`src/rtl/core/srpc_pkg.sv`:
```
`default_nettype none
package srpc_pkg;

    localparam int SLOT_COUNT_DEF = 1024;
    localparam int FIELD_W        = 10;
    localparam int CFG_W          = 11;
    localparam int ENTRY_RST      = 1024;

    typedef enum logic [3:0] {
        CMD_NONE,
        CMD_INIT_LEAF,
        CMD_INIT_START,
        CMD_INIT_DEC,
        CMD_RD_L,
        CMD_RD_R,
        CMD_WR_P,
        CMD_LOAD,
        CMD_RD_A,
        CMD_RD_B,
        CMD_CAP_B,
        CMD_WLEAF_A,
        CMD_WLEAF_B,
        CMD_Q_START,
        CMD_Q_LO,
        CMD_Q_HI
    } cmd_code_t;

    typedef struct packed {
        cmd_code_t code;
        logic      out_load;
    } cmd_t;

    typedef struct packed {
        logic in_use;
        logic is_query;
        logic empty;
        logic leaf_last;
        logic parent_is_one;
        logic lo_lt_hi;
        logic out_busy;
    } stat_t;

endpackage
`default_nettype wire

```
`src/rtl/core/srpc_ctrl.sv`:
```
`default_nettype none
module srpc_ctrl
    import srpc_pkg::*;
(
    input  wire logic  aclk,
    input  wire logic  aresetn,
    input  wire logic  s_valid,
    output logic       s_ready,
    input  wire stat_t stat,
    output cmd_t       cmd
);

    typedef enum logic [13:0] {
        ST_INIT_LEAF  = 14'b00000000000001,
        ST_INIT_START = 14'b00000000000010,
        ST_INIT_DEC   = 14'b00000000000100,
        ST_RD_L       = 14'b00000000001000,
        ST_RD_R       = 14'b00000000010000,
        ST_WR_P       = 14'b00000000100000,
        ST_IDLE       = 14'b00000001000000,
        ST_DECIDE     = 14'b00000010000000,
        ST_RD_A       = 14'b00000100000000,
        ST_RD_B       = 14'b00001000000000,
        ST_CAP_B      = 14'b00010000000000,
        ST_WLEAF      = 14'b00100000000000,
        ST_Q_LO       = 14'b01000000000000,
        ST_Q_HI       = 14'b10000000000000
    } state_t;

    state_t state_reg, state_next;
    logic   init_reg, init_next;
    logic   second_reg, second_next;
    logic   out_reg, out_next;

    always_comb begin
        state_next   = state_reg;
        init_next    = init_reg;
        second_next  = second_reg;
        out_next     = 1'b0;
        cmd.code     = CMD_NONE;
        cmd.out_load = 1'b0;
        s_ready      = 1'b0;
        case (state_reg)
            ST_INIT_LEAF: begin
                cmd.code = CMD_INIT_LEAF;
                if (stat.leaf_last) begin
                    state_next = ST_INIT_START;
                end
            end
            ST_INIT_START: begin
                cmd.code   = CMD_INIT_START;
                init_next  = 1'b1;
                state_next = ST_RD_L;
            end
            ST_INIT_DEC: begin
                cmd.code   = CMD_INIT_DEC;
                state_next = ST_RD_L;
            end
            ST_RD_L: begin
                cmd.code   = CMD_RD_L;
                state_next = ST_RD_R;
            end
            ST_RD_R: begin
                cmd.code   = CMD_RD_R;
                state_next = ST_WR_P;
            end
            ST_WR_P: begin
                cmd.code = CMD_WR_P;
                if (stat.parent_is_one) begin
                    if (init_reg) begin
                        init_next  = 1'b0;
                        state_next = ST_IDLE;
                    end else if (!second_reg) begin
                        second_next = 1'b1;
                        state_next  = ST_WLEAF;
                    end else begin
                        state_next = ST_IDLE;
                    end
                end else if (init_reg) begin
                    state_next = ST_INIT_DEC;
                end else begin
                    state_next = ST_RD_L;
                end
            end
            ST_IDLE: begin
                if (out_reg) begin
                    if (!stat.out_busy) begin
                        cmd.out_load = 1'b1;
                    end else begin
                        out_next = 1'b1;
                    end
                end else begin
                    s_ready = 1'b1;
                    if (s_valid) begin
                        cmd.code   = CMD_LOAD;
                        state_next = ST_DECIDE;
                    end
                end
            end
            ST_DECIDE: begin
                second_next = 1'b0;
                if (!stat.in_use) begin
                    state_next = ST_IDLE;
                end else if (!stat.is_query) begin
                    state_next = ST_RD_A;
                end else if (stat.empty) begin
                    out_next   = 1'b1;
                    state_next = ST_IDLE;
                end else begin
                    cmd.code   = CMD_Q_START;
                    state_next = ST_Q_LO;
                end
            end
            ST_RD_A: begin
                cmd.code   = CMD_RD_A;
                state_next = ST_RD_B;
            end
            ST_RD_B: begin
                cmd.code   = CMD_RD_B;
                state_next = ST_CAP_B;
            end
            ST_CAP_B: begin
                cmd.code   = CMD_CAP_B;
                state_next = ST_WLEAF;
            end
            ST_WLEAF: begin
                cmd.code   = second_reg ? CMD_WLEAF_B : CMD_WLEAF_A;
                state_next = ST_RD_L;
            end
            ST_Q_LO: begin
                if (stat.lo_lt_hi) begin
                    cmd.code   = CMD_Q_LO;
                    state_next = ST_Q_HI;
                end else begin
                    out_next   = 1'b1;
                    state_next = ST_IDLE;
                end
            end
            ST_Q_HI: begin
                cmd.code   = CMD_Q_HI;
                state_next = ST_Q_LO;
            end
            default: begin
                state_next = ST_IDLE;
            end
        endcase
    end

    always_ff @(posedge aclk) begin
        if (!aresetn) begin
            state_reg  <= ST_INIT_LEAF;
            init_reg   <= 1'b0;
            second_reg <= 1'b0;
            out_reg    <= 1'b0;
        end else begin
            state_reg  <= state_next;
            init_reg   <= init_next;
            second_reg <= second_next;
            out_reg    <= out_next;
        end
    end

endmodule
`default_nettype wire

```
`config.mk`:
```
export PLATFORM = sky130hd
export DESIGN_NAME = srpc_ctrl
export DESIGN_NICKNAME = d
export VERILOG_FILES = /design/src/rtl/core/srpc_pkg.sv /design/src/rtl/core/srpc_ctrl.sv
export SDC_FILE = /design/constraint.sdc
export NUM_CORES = 1
export LEC_CHECK = 0
export ABC_CLOCK_PERIOD_IN_PS = 2300
export BUFFER_PORTS_ARGS = -buffer_cell sky130_fd_sc_hd__buf_2
export CELL_PAD_IN_SITES_DETAIL_PLACEMENT = 1
export CELL_PAD_IN_SITES_GLOBAL_PLACEMENT = 1
export CORE_ASPECT_RATIO = 0.8
export CORE_MARGIN = 4
export CORE_UTILIZATION = 35
export DETAILED_ROUTE_END_ITERATION = 16
export GPL_TIMING_DRIVEN = 0
export HOLD_SLACK_MARGIN = 0.02
export PLACE_DENSITY_LB_ADDON = 0.12
export SETUP_SLACK_MARGIN = 0.3
export SLEW_MARGIN = 25
export SYNTH_ARGS = -nofsm -noshare
export SYNTH_HDL_FRONTEND = slang
export SYNTH_SLANG_ARGS = --single-unit
export TNS_END_PERCENT = 50
```
`constraint.sdc`:
```
create_clock -name aclk -period 2.3 [get_ports aclk]
set_clock_uncertainty 0.05 [all_clocks]
set_input_delay 0.23 -clock aclk [delete_from_list [all_inputs] [get_ports aclk]]
set_output_delay 0.23 -clock aclk [all_outputs]
set_load 0.005 [all_outputs]
```
==> reports/metrics.yaml, run 1 <==
route:
  via_per_inst: 6.030
  wl_per_cell_microns: 20.87
  wl_met2_microns: 2378
  ant_nets: 0
  met3_length_microns: 250
  drc: 0
  first_pass_iters: 4
  met1Wirelength_microns: 2182
  dr_total_vias: 1399
  highest_layer: "met4"
  drt_iter0_drc: 89
  wl_microns: 4841
die:
  pin_count: 16
  core_region_area_sq_mm: 0.003198
  dieArea_sq_mm: 0.004480
  die_h_microns: 60.67
  fp.dieW_microns: 73.84
  initial_core_util_pct: 37.95
  rows: 18
run_status:
  run_status: "complete, but fails checks"
  violations: "setup timing"
final_layout:
  instances_no_fill: 232
  largest_reg_flops: 14
  n_fill_cell: 391
  antenna_cells: 0
  syn_to_final_growth_pct: 44.95
  multi_input_area_sq_um: 957.2
  drive_gt1_share_pct: 46.88
  design_area_sq_mm: 0.001759
  regArea_sq_um: 357.8
  nets: 203
synthesis:
  netlist_top_cells_area: "dfxtp_1, nor2_1, o21ai_0"
  synth_area_leader_cell: "dfxtp_1"
  postSynthRegisterBits: 17
  synth_nets: 162
  synth_area_sq_mm: 0.001214
  synth_top_cell_area_share_pct: 28.04
  synth.distinct_cells: 43
  yosys_warnings: 0
  avgSynthCellArea_sq_um: 7.985
  netlist_instances: 152
  ys_seq_area_share_pct: 28.04
global_route:
  antenna_found_initial: 0
  grt_overflow: 0
  grt_usage_pct: 22.70
  grt_max_degree: 12
  grt_pass1_wl_microns: 7610
  grt_pass1_vias: 1437
worst_setup_path:
  r2r_slack_ns: -0.01
  criticalPathCategory: "flop to primary output"
  required_ns: 2.02
  worstReg2RegEnd: "state_reg[2]"
  worstPathArrival_ns: 2.15
  worst_setup_path_end_kind: "primary output"
  startpoint_type: "flop"
  reg2reg_from: "state_reg[10]"
  path_max_fanout: 8
  r2r_cells: 7
run:
  drv_cap: 0
place:
  routabilityCongestion: 0.8240
  io_buffers: 15
  placed_cell_area_sq_mm: 0.001343
  dp_slack_ns: 0.001457
  dp_cells: 207
  hpwlAfterDp_microns: 3043
hold_path:
  holdPathEnd: "state_reg[8]"
  whs_path_depth: 2
  worstHoldPathType: "primary input to flop"
  worstHoldStart: "stat[5]"
timing:
  maxSlewHeadroom_pct: 59.22
  period_share_pct: 105.7
  final_max_slew_viol_count: 0
  hold_viol_final: 0
  worst_pin_slew_ns: 0.6061
  fmax_mhz: 411.5
  setup_ws_ns: -0.1302
  holdWs_ns: 0.1004
  layout_min_cycle_time_ns: 2.430
  final-setup-viol-count: 6
  rsz0062_at_grt: "true"
cts:
  hold_buffers: 0
  clk_latency_ns: 0.27
  cts.clk_slew.worst_paths_ns: 0.07
  cts_sinks: 17
  root_buffer: "clkbuf_8"
  h-tree-depth: 1
  cts_buffers: 3
  cts_tree: "yes"
  cts.path.max_buffers: 2
power:
  powerDensity_mw_per_mm2: 478.5
  ir_worst_vdd_mv: 0.3629
  p_total_w: 0.0008418
  power.leakage_nw: 0.7294
[stage by stage]
stage | utilization, % | setup TNS (ns)
2_1_floorplan | - | 0
3_3_place_gp | 41.98 | 0
3_5_place_dp | 41.98 | 0
4_1_cts | 50.20 | -0.2595
5_1_grt | 55.01 | -0.9908
6_report | 55.01 | -0.3450
[synthesized netlist by cell type]
cell,number
a211oi_1,1
a21bo_2,1
a21boi_0,1
a21o_2,1
a21oi_1,4
a2bb2oi_1,1
a31oi_1,1
and2_0,1
and2_1,2
and3_1,4
and4_1,3
buf_2,2
buf_4,2
buf_6,1
clkbuf_1,4
dfxtp_1,17
inv_1,6
nand2_1,8
nand2b_1,3
nand3_1,7
nand4_1,6
nand4b_1,3
nor2_1,15
nor2b_1,4
nor3_1,5
nor4_1,4
nor4_2,2
nor4_4,1
nor4b_1,4
o211ai_1,3
o21ai_0,9
o21ai_4,1
o221a_1,1
o221a_2,1
o22ai_1,1
o31ai_1,1
o32a_1,1
or2_2,3
or3_1,3
or4_1,4
or4_4,4
or4b_4,1
xor2_1,5
[routing by layer]
metal / GRT usage (%) / vias to the layer above
met1: 30.18 / 705
met2: 38.89 / 35
met4: 4.393 / 0
met5: 0 / -
li1: - / 655
met3: 4.139 / 4
[layout make-up]
type,count,share of cell area [%]
Sequential cell,17,20.34
Timing Repair Buffer,36,13.87
Tap cell,40,2.845
Clock buffer,3,2.347
Inverter,6,1.280
Buffer,9,4.481
Clock inverter,1,0.4267
Multi-Input combinational cell,120,54.41
[report_power, final]
group	internal, W	switching, W	total (W)
logic	0.000135	0.000147	0.000282
registers	0.000302	0.0000108	0.000312
clock network	0.000123	0.000124	0.000247
total	0.000559	0.000283	0.000842
[how the worst max path moves through the flow]
stage	from	end	slack, ns	depth (start not counted)
floorplan	state_reg[0]	state_reg[6]	0.30	6
global placement	state_reg[5]	state_reg[4]	0.02	5
detailed placement	state_reg[5]	state_reg[4]	0.001	5
CTS	state_reg[10]	cmd[1]	-0.11	6
global route	state_reg[4]	cmd[2]	-0.21	7
finish	state_reg[10]	cmd[1]	-0.13	6
[repair_timing]
action,CTS,global route
setup endpoints to repair,17,18
resized for setup,32,27
pin swaps,18,6
setup buffers,15,6
[critical path: stages, from the launching register on]
cell	delay, ns
dfxtp_2	0.32
buf_6	0.12
or4_4	0.50
or4b_4	0.55
a21boi_4	0.16
nand4_1	0.11
buf_2	0.12
[cell usage in the layout (no fill, tap or decap), types with 6 or more instances in the layout]
cell type  instances
buf_2             19
buf_4             18
nor2_1            12
dfxtp_1            9
o21ai_0            8
nand2_1            8
buf_6              7
nand4_1            6
inv_1              6
[cells by family (layout without fill, tap and decap cells)]
| kind of cell | count (synthesis) | in the layout | synth area share [%] |
|---|---|---|---|
| DFF | 17 | 17 | 28.04 |
| xor gates and xnor gates | 5 | 5 | 3.608 |
| and+or+nand+nor | 87 | 87 | 45.88 |
| buffers and inverters | 15 | 55 | 6.082 |
| AOI/OAI and AO/OA | 28 | 28 | 16.39 |
Power figures use the tool's default switching activity.
==> inputs of run 2 (changes only) <==
- CORE_MARGIN: 4 -> 10
==> run 2 against run 1 <==
The flow still finishes with violations (setup timing). Largest cell class unchanged. Worst hold slack better by 0.0033 ns. Highest routed layer unchanged. Cell count up 3.0%. Critical path depth unchanged. Critical path type unchanged. First-iteration DRC count up 1.1%.
==> reports/metrics.yaml, run 2 (synthesized netlist as in run 1, its figures left out) <==
run_status:
  run_status: "complete, but fails checks"
  violations: "setup timing"
power:
  powerDensity_mw_per_mm2: 468.8
  ir_worst_vdd_mv: 0.3949
  power.leakage_nw: 0.7450
  p_clk_share_pct: 28.0
  power_frac_comb_pct: 34.7
  p_sw_share_pct: 32.02
  switching_power_w: 0.0002688
  seq_power_share_pct: 37.3
  p_int_w: 0.0005706
die:
  rows: 19
  fp.dieW_microns: 85.84
  pin_count: 16
  dieArea_sq_mm: 0.006238
  core_region_area_sq_mm: 0.003376
  initial_core_util_pct: 35.95
  die_h_microns: 72.67
worst_setup_path:
  startpoint_type: "flop"
  startpoint: "state_reg[10]"
  criticalPathCategory: "flop to primary output"
  worst_setup_path_end_kind: "primary output"
  required_ns: 2.02
  worstPathArrival_ns: 2.16
  reg2reg_from: "state_reg[10]"
  path_max_fanout: 5
  r2r_slack_ns: 0.02
cts:
  cts.clk_slew.worst_paths_ns: 0.07
  hold_buffers: 0
  cts.path.max_buffers: 2
  cts_tree: "yes"
  root_buffer: "clkbuf_8"
  cts_buffers: 3
  clk_latency_ns: 0.26
  cts_sinks: 17
  h-tree-depth: 1
timing:
  setup_ws_ns: -0.1429
  maxSlewHeadroom_pct: 64.88
  hold_viol_final: 0
  fmax_mhz: 409.3
  worst_pin_slew_ns: 0.5220
  holdWs_ns: 0.1036
  fin_setup_tns_ns: -0.5011
  layout_min_cycle_time_ns: 2.443
  final-setup-viol-count: 4
  rsz0062_at_grt: "true"
  final_max_slew_viol_count: 0
  period_share_pct: 106.2
route:
  first_pass_iters: 7
  dr_total_vias: 1417
  drt_iter0_drc: 90
  wl_per_cell_microns: 21.48
  via_per_inst: 5.929
  wl_microns: 5134
  drc: 0
  ant_nets: 0
global_route:
  met3_usage_pct: 3.906
  use_met1_pct: 17.75
  antenna_found_initial: 0
  grt_usage_pct: 14.14
  grt_pass1_vias: 1409
  met2_usage_pct: 23.26
  grt_overflow: 0
  busiest_layer: "met2"
  grt_pass1_wl_microns: 7127
  grt_max_degree: 11
final_layout:
  antenna_cells: 0
  drive_gt1_share_pct: 48.22
  n_fill_cell: 414
  syn_to_final_growth_pct: 47.53
  most-common-layout-cells: "buf_4, buf_2, nor2_1"
  largest_reg_flops: 14
  nets: 208
  regArea_sq_um: 354.1
  final_common_cell: "buf_4"
  multi_input_area_sq_um: 952.2
place:
  routabilityCongestion: 0.8614
  hpwlAfterDp_microns: 3277
  io_buffers: 15
hold_path:
  worstHoldPathType: "primary input to flop"
  worstHoldStart: "stat[5]"
run:
  drv_cap: 0
run 2: cell count changes in the layout (fill, tap and decap cells not counted), moves of 2 or more:
cell	previous run	this run
nor4_2	1	3
buf_2	19	16
buf_6	7	9
clkbuf_2	0	2
nor2_2	2	0
buf_4	18	21
nor4_4	4	2
clkbuf_4	0	2
run 2: timing repair:
action / CTS / global route
resized for setup: 36 / 20
setup buffers: 12 / 14
pin swaps: 16 / 17
endpoints found under the setup margin: 17 / 19
run 2: final timing paths:
check | end | depth (start not counted)
setup / recovery | cmd[1] | 6
hold / removal | state_reg[8] | 2
setup reg to reg | state_reg[2] | 7
hold reg to reg | init_reg | 2
run 2: layout make-up:
class	instances	area share, %
clock buffer	4	2.516
tap	42	2.935
timing repair buffer	41	16.35
buffer	9	3.983
sequential	17	19.78
multi-input combinational	120	53.18
inverter	6	1.258
run 2: layer usage:
layer | vias to the layer above | routed length (microns)
met1 | 687 | 2276
met2 | 48 | 2476
met3 | 15 | 283
met5 | - | 0
met4 | 0 | 98
li1 | 667 | -
run 2: power by group through the flow:
stage / Clock (W) / Combinational (W) / Sequential, W
2_1_floorplan: 0 / 0.000129 / 0.000315
3_3_place_gp: 0 / 0.000179 / 0.000318
3_5_place_dp: 0 / 0.000183 / 0.000319
4_1_cts: 0.000239 / 0.000222 / 0.000313
5_1_grt: 0.000252 / 0.000310 / 0.000313
6_report: 0.000235 / 0.000292 / 0.000313
run 2: per-stage QoR:
step | power [W] | setup slack [ns] | cells | utilization [%] | instance area (sq um)
after floorplan | 0.0004438 | 0.2996 | 152 | - | 1217
after global placement | 0.0004971 | 0.01517 | 209 | 39.84 | 1345
after detailed placement | 0.0005019 | -0.007965 | 209 | 39.84 | 1345
after CTS | 0.0007736 | -0.1079 | 225 | 47.44 | 1602
after global routing | 0.0008752 | -0.2284 | 239 | 53.04 | 1790
final | 0.0008395 | -0.1429 | 239 | 53.04 | 1790
run 2: worst max-delay path, cell delays in order, from the launching register on:
cell and delay (ns):
dfxtp_2 0.32, buf_6 0.12, or4_4 0.49, or4b_4 0.56
a21boi_4 0.16, nand4_1 0.12, buf_2 0.12
==> inputs of run 3 (changes only) <==
- ABC_CLOCK_PERIOD_IN_PS: 2300 -> 2500
- CELL_PAD_IN_SITES_GLOBAL_PLACEMENT: 1 -> 2
- CORE_UTILIZATION: 35 -> 33
- clock period: 2.3 -> 2.5 ns (I/O delays scaled with it)
==> run 3 against run 2 <==
The flow now finishes without violations. Highest routed layer unchanged. Sequential share of layout area up 1.3 points. Combinational power fell by 20%. Total power down 11%. First-iteration DRC count increased by 27%. Cell count is 2.1% lower. Largest cell class unchanged. Critical path type unchanged.
==> reports/metrics.yaml, run 3 (synthesized netlist as in run 1, its figures left out) <==
place:
  dp_slack_ns: 0.2210
  placed_cell_area_sq_mm: 0.001341
  hpwlAfterDp_microns: 3156
  routabilityCongestion: 0.8619
  io_buffers: 15
  dp_cells: 209
global_route:
  grt_pass1_wl_microns: 6851
  grt_usage_pct: 13.52
  grt_max_degree: 11
  antenna_found_initial: 0
  grt_overflow: 0
  grt_pass1_vias: 1349
power:
  seq_power_share_pct: 38.5
  p_sw_share_pct: 32.30
  power_frac_comb_pct: 31.4
  p_int_w: 0.0005043
  powerDensity_mw_per_mm2: 440.9
  switching_power_w: 0.0002406
  power.leakage_nw: 0.7224
  p_clk_share_pct: 30.1
  ir_worst_vdd_mv: 0.2441
worst_setup_path:
  startpoint_type: "flop"
  path_max_fanout: 10
  worst_setup_path_end_kind: "primary output"
  critPathMaxStageDelay_ns: 0.56
  worstPathArrival_ns: 2.17
  critical-path-top-delay-family: "simple AND/OR/NAND/NOR gates"
  required_ns: 2.20
  criticalPathCategory: "flop to primary output"
  crit_top_cell: "nand4_1"
  cp_cell_sequence: "clkbuf_2, nor2_1, nand4_1, or4_1, and2_1, nand4_1, buf_2"
  crit_slowest_cell: "or4_1"
  path_buf_inv: 2
cts:
  cts.clk_slew.worst_paths_ns: 0.08
  cts_tree: "yes"
  cts_sinks: 17
  clk_latency_ns: 0.26
  cts_buffers: 3
  h-tree-depth: 1
  cts.path.max_buffers: 2
  root_buffer: "clkbuf_8"
  hold_buffers: 0
timing:
  fmax_mhz: 405.7
  holdWs_ns: 0.1236
  maxSlewHeadroom_pct: 72.96
  setup_ws_ns: 0.03491
  period_share_pct: 98.60
  final-setup-viol-count: 0
  worst_pin_slew_ns: 0.4019
  final_max_slew_viol_count: 0
  rsz0062_at_grt: "true"
  layout_min_cycle_time_ns: 2.465
  hold_viol_final: 0
route:
  dr_total_vias: 1371
  via_per_inst: 5.859
  wl_per_cell_microns: 19.65
  first_pass_iters: 4
  ant_nets: 0
  drc: 0
  drt_iter0_drc: 114
  wl_microns: 4599
final_layout:
  final_common_cell: "buf_2"
  regArea_sq_um: 356.6
  multi_input_area_sq_um: 894.6
  n_fill_cell: 422
  most-common-layout-cells: "buf_2, buf_4, nor2_1"
  antenna_cells: 0
  nets: 203
  syn_to_final_growth_pct: 39.18
  drive_gt1_share_pct: 43.75
  design_area_sq_mm: 0.001689
  largest_reg_flops: 14
  instances_no_fill: 234
die:
  core_region_area_sq_mm: 0.003495
  rows: 19
  pin_count: 16
  dieArea_sq_mm: 0.006518
  initial_core_util_pct: 34.73
  die_h_microns: 74.24
  fp.dieW_microns: 87.80
run:
  drv_cap: 0
run_status:
  run_status: "completed"
hold_path:
  worstHoldPathType: "primary input to flop"
run 3: changes by cell type in the layout (fill, tap and decap cells not counted), moves of 2 or more:
cell / before / now
clkbuf_4: 2 / 0
buf_6: 9 / 6
nor4_2: 3 / 1
buf_4: 21 / 18
buf_2: 16 / 19
run 3: worst paths after layout:
path                     start           end  slack (ns)  cells after the start
hold / removal         stat[5]  state_reg[8]        0.12                      2
setup reg to reg  state_reg[0]  state_reg[6]        0.24                      7
setup / recovery  state_reg[7]        cmd[2]        0.03                      7
hold reg to reg       init_reg  state_reg[2]        0.50                      1
run 3: repair_timing:
item,CTS,global route
setup endpoints to repair,14,17
resized for setup,34,13
setup buffers,13,7
pin swaps,8,7
gates cloned,0,1
run 3: routing by layer:
layer  global-route usage, %  share of wire, %  vias up
li1                        -                 -      651
met1                   18.20                47      659
met2                   19.84                44       52
met3                   4.258               7.2        9
met4                   4.594               1.3        0
met5                       0                 0        -
run 3: final cells by class:
type                    count  area share [%]
multi-input cells         120           52.96
flip-flops and latches     17           21.11
repair buffers             36           14.30
plain buffers               9           4.444
well taps                  42           3.111
clock buffers               3           2.444
inverters                   6           1.333
clock inverters             1          0.2963
run 3: power groups by stage:
stage	clock network [W]	registers [W]	logic [W]
finish	0.000224	0.000287	0.000234
global route	0.000235	0.000288	0.000251
CTS	0.000223	0.000287	0.000206
detailed placement	0	0.000294	0.000167
global placement	0	0.000293	0.000166
floorplan	0	0.000290	0.000118
run 3: through the flow:
step	setup TNS (ns)	util (%)	total power, W
6_report	0	48.34	0.0007448
4_1_cts	0	45.58	0.0007161
3_5_place_dp	0	38.38	0.0004605
3_3_place_gp	0	38.38	0.0004589
2_1_floorplan	0	-	0.0004079
5_1_grt	-0.04492	48.34	0.0007745
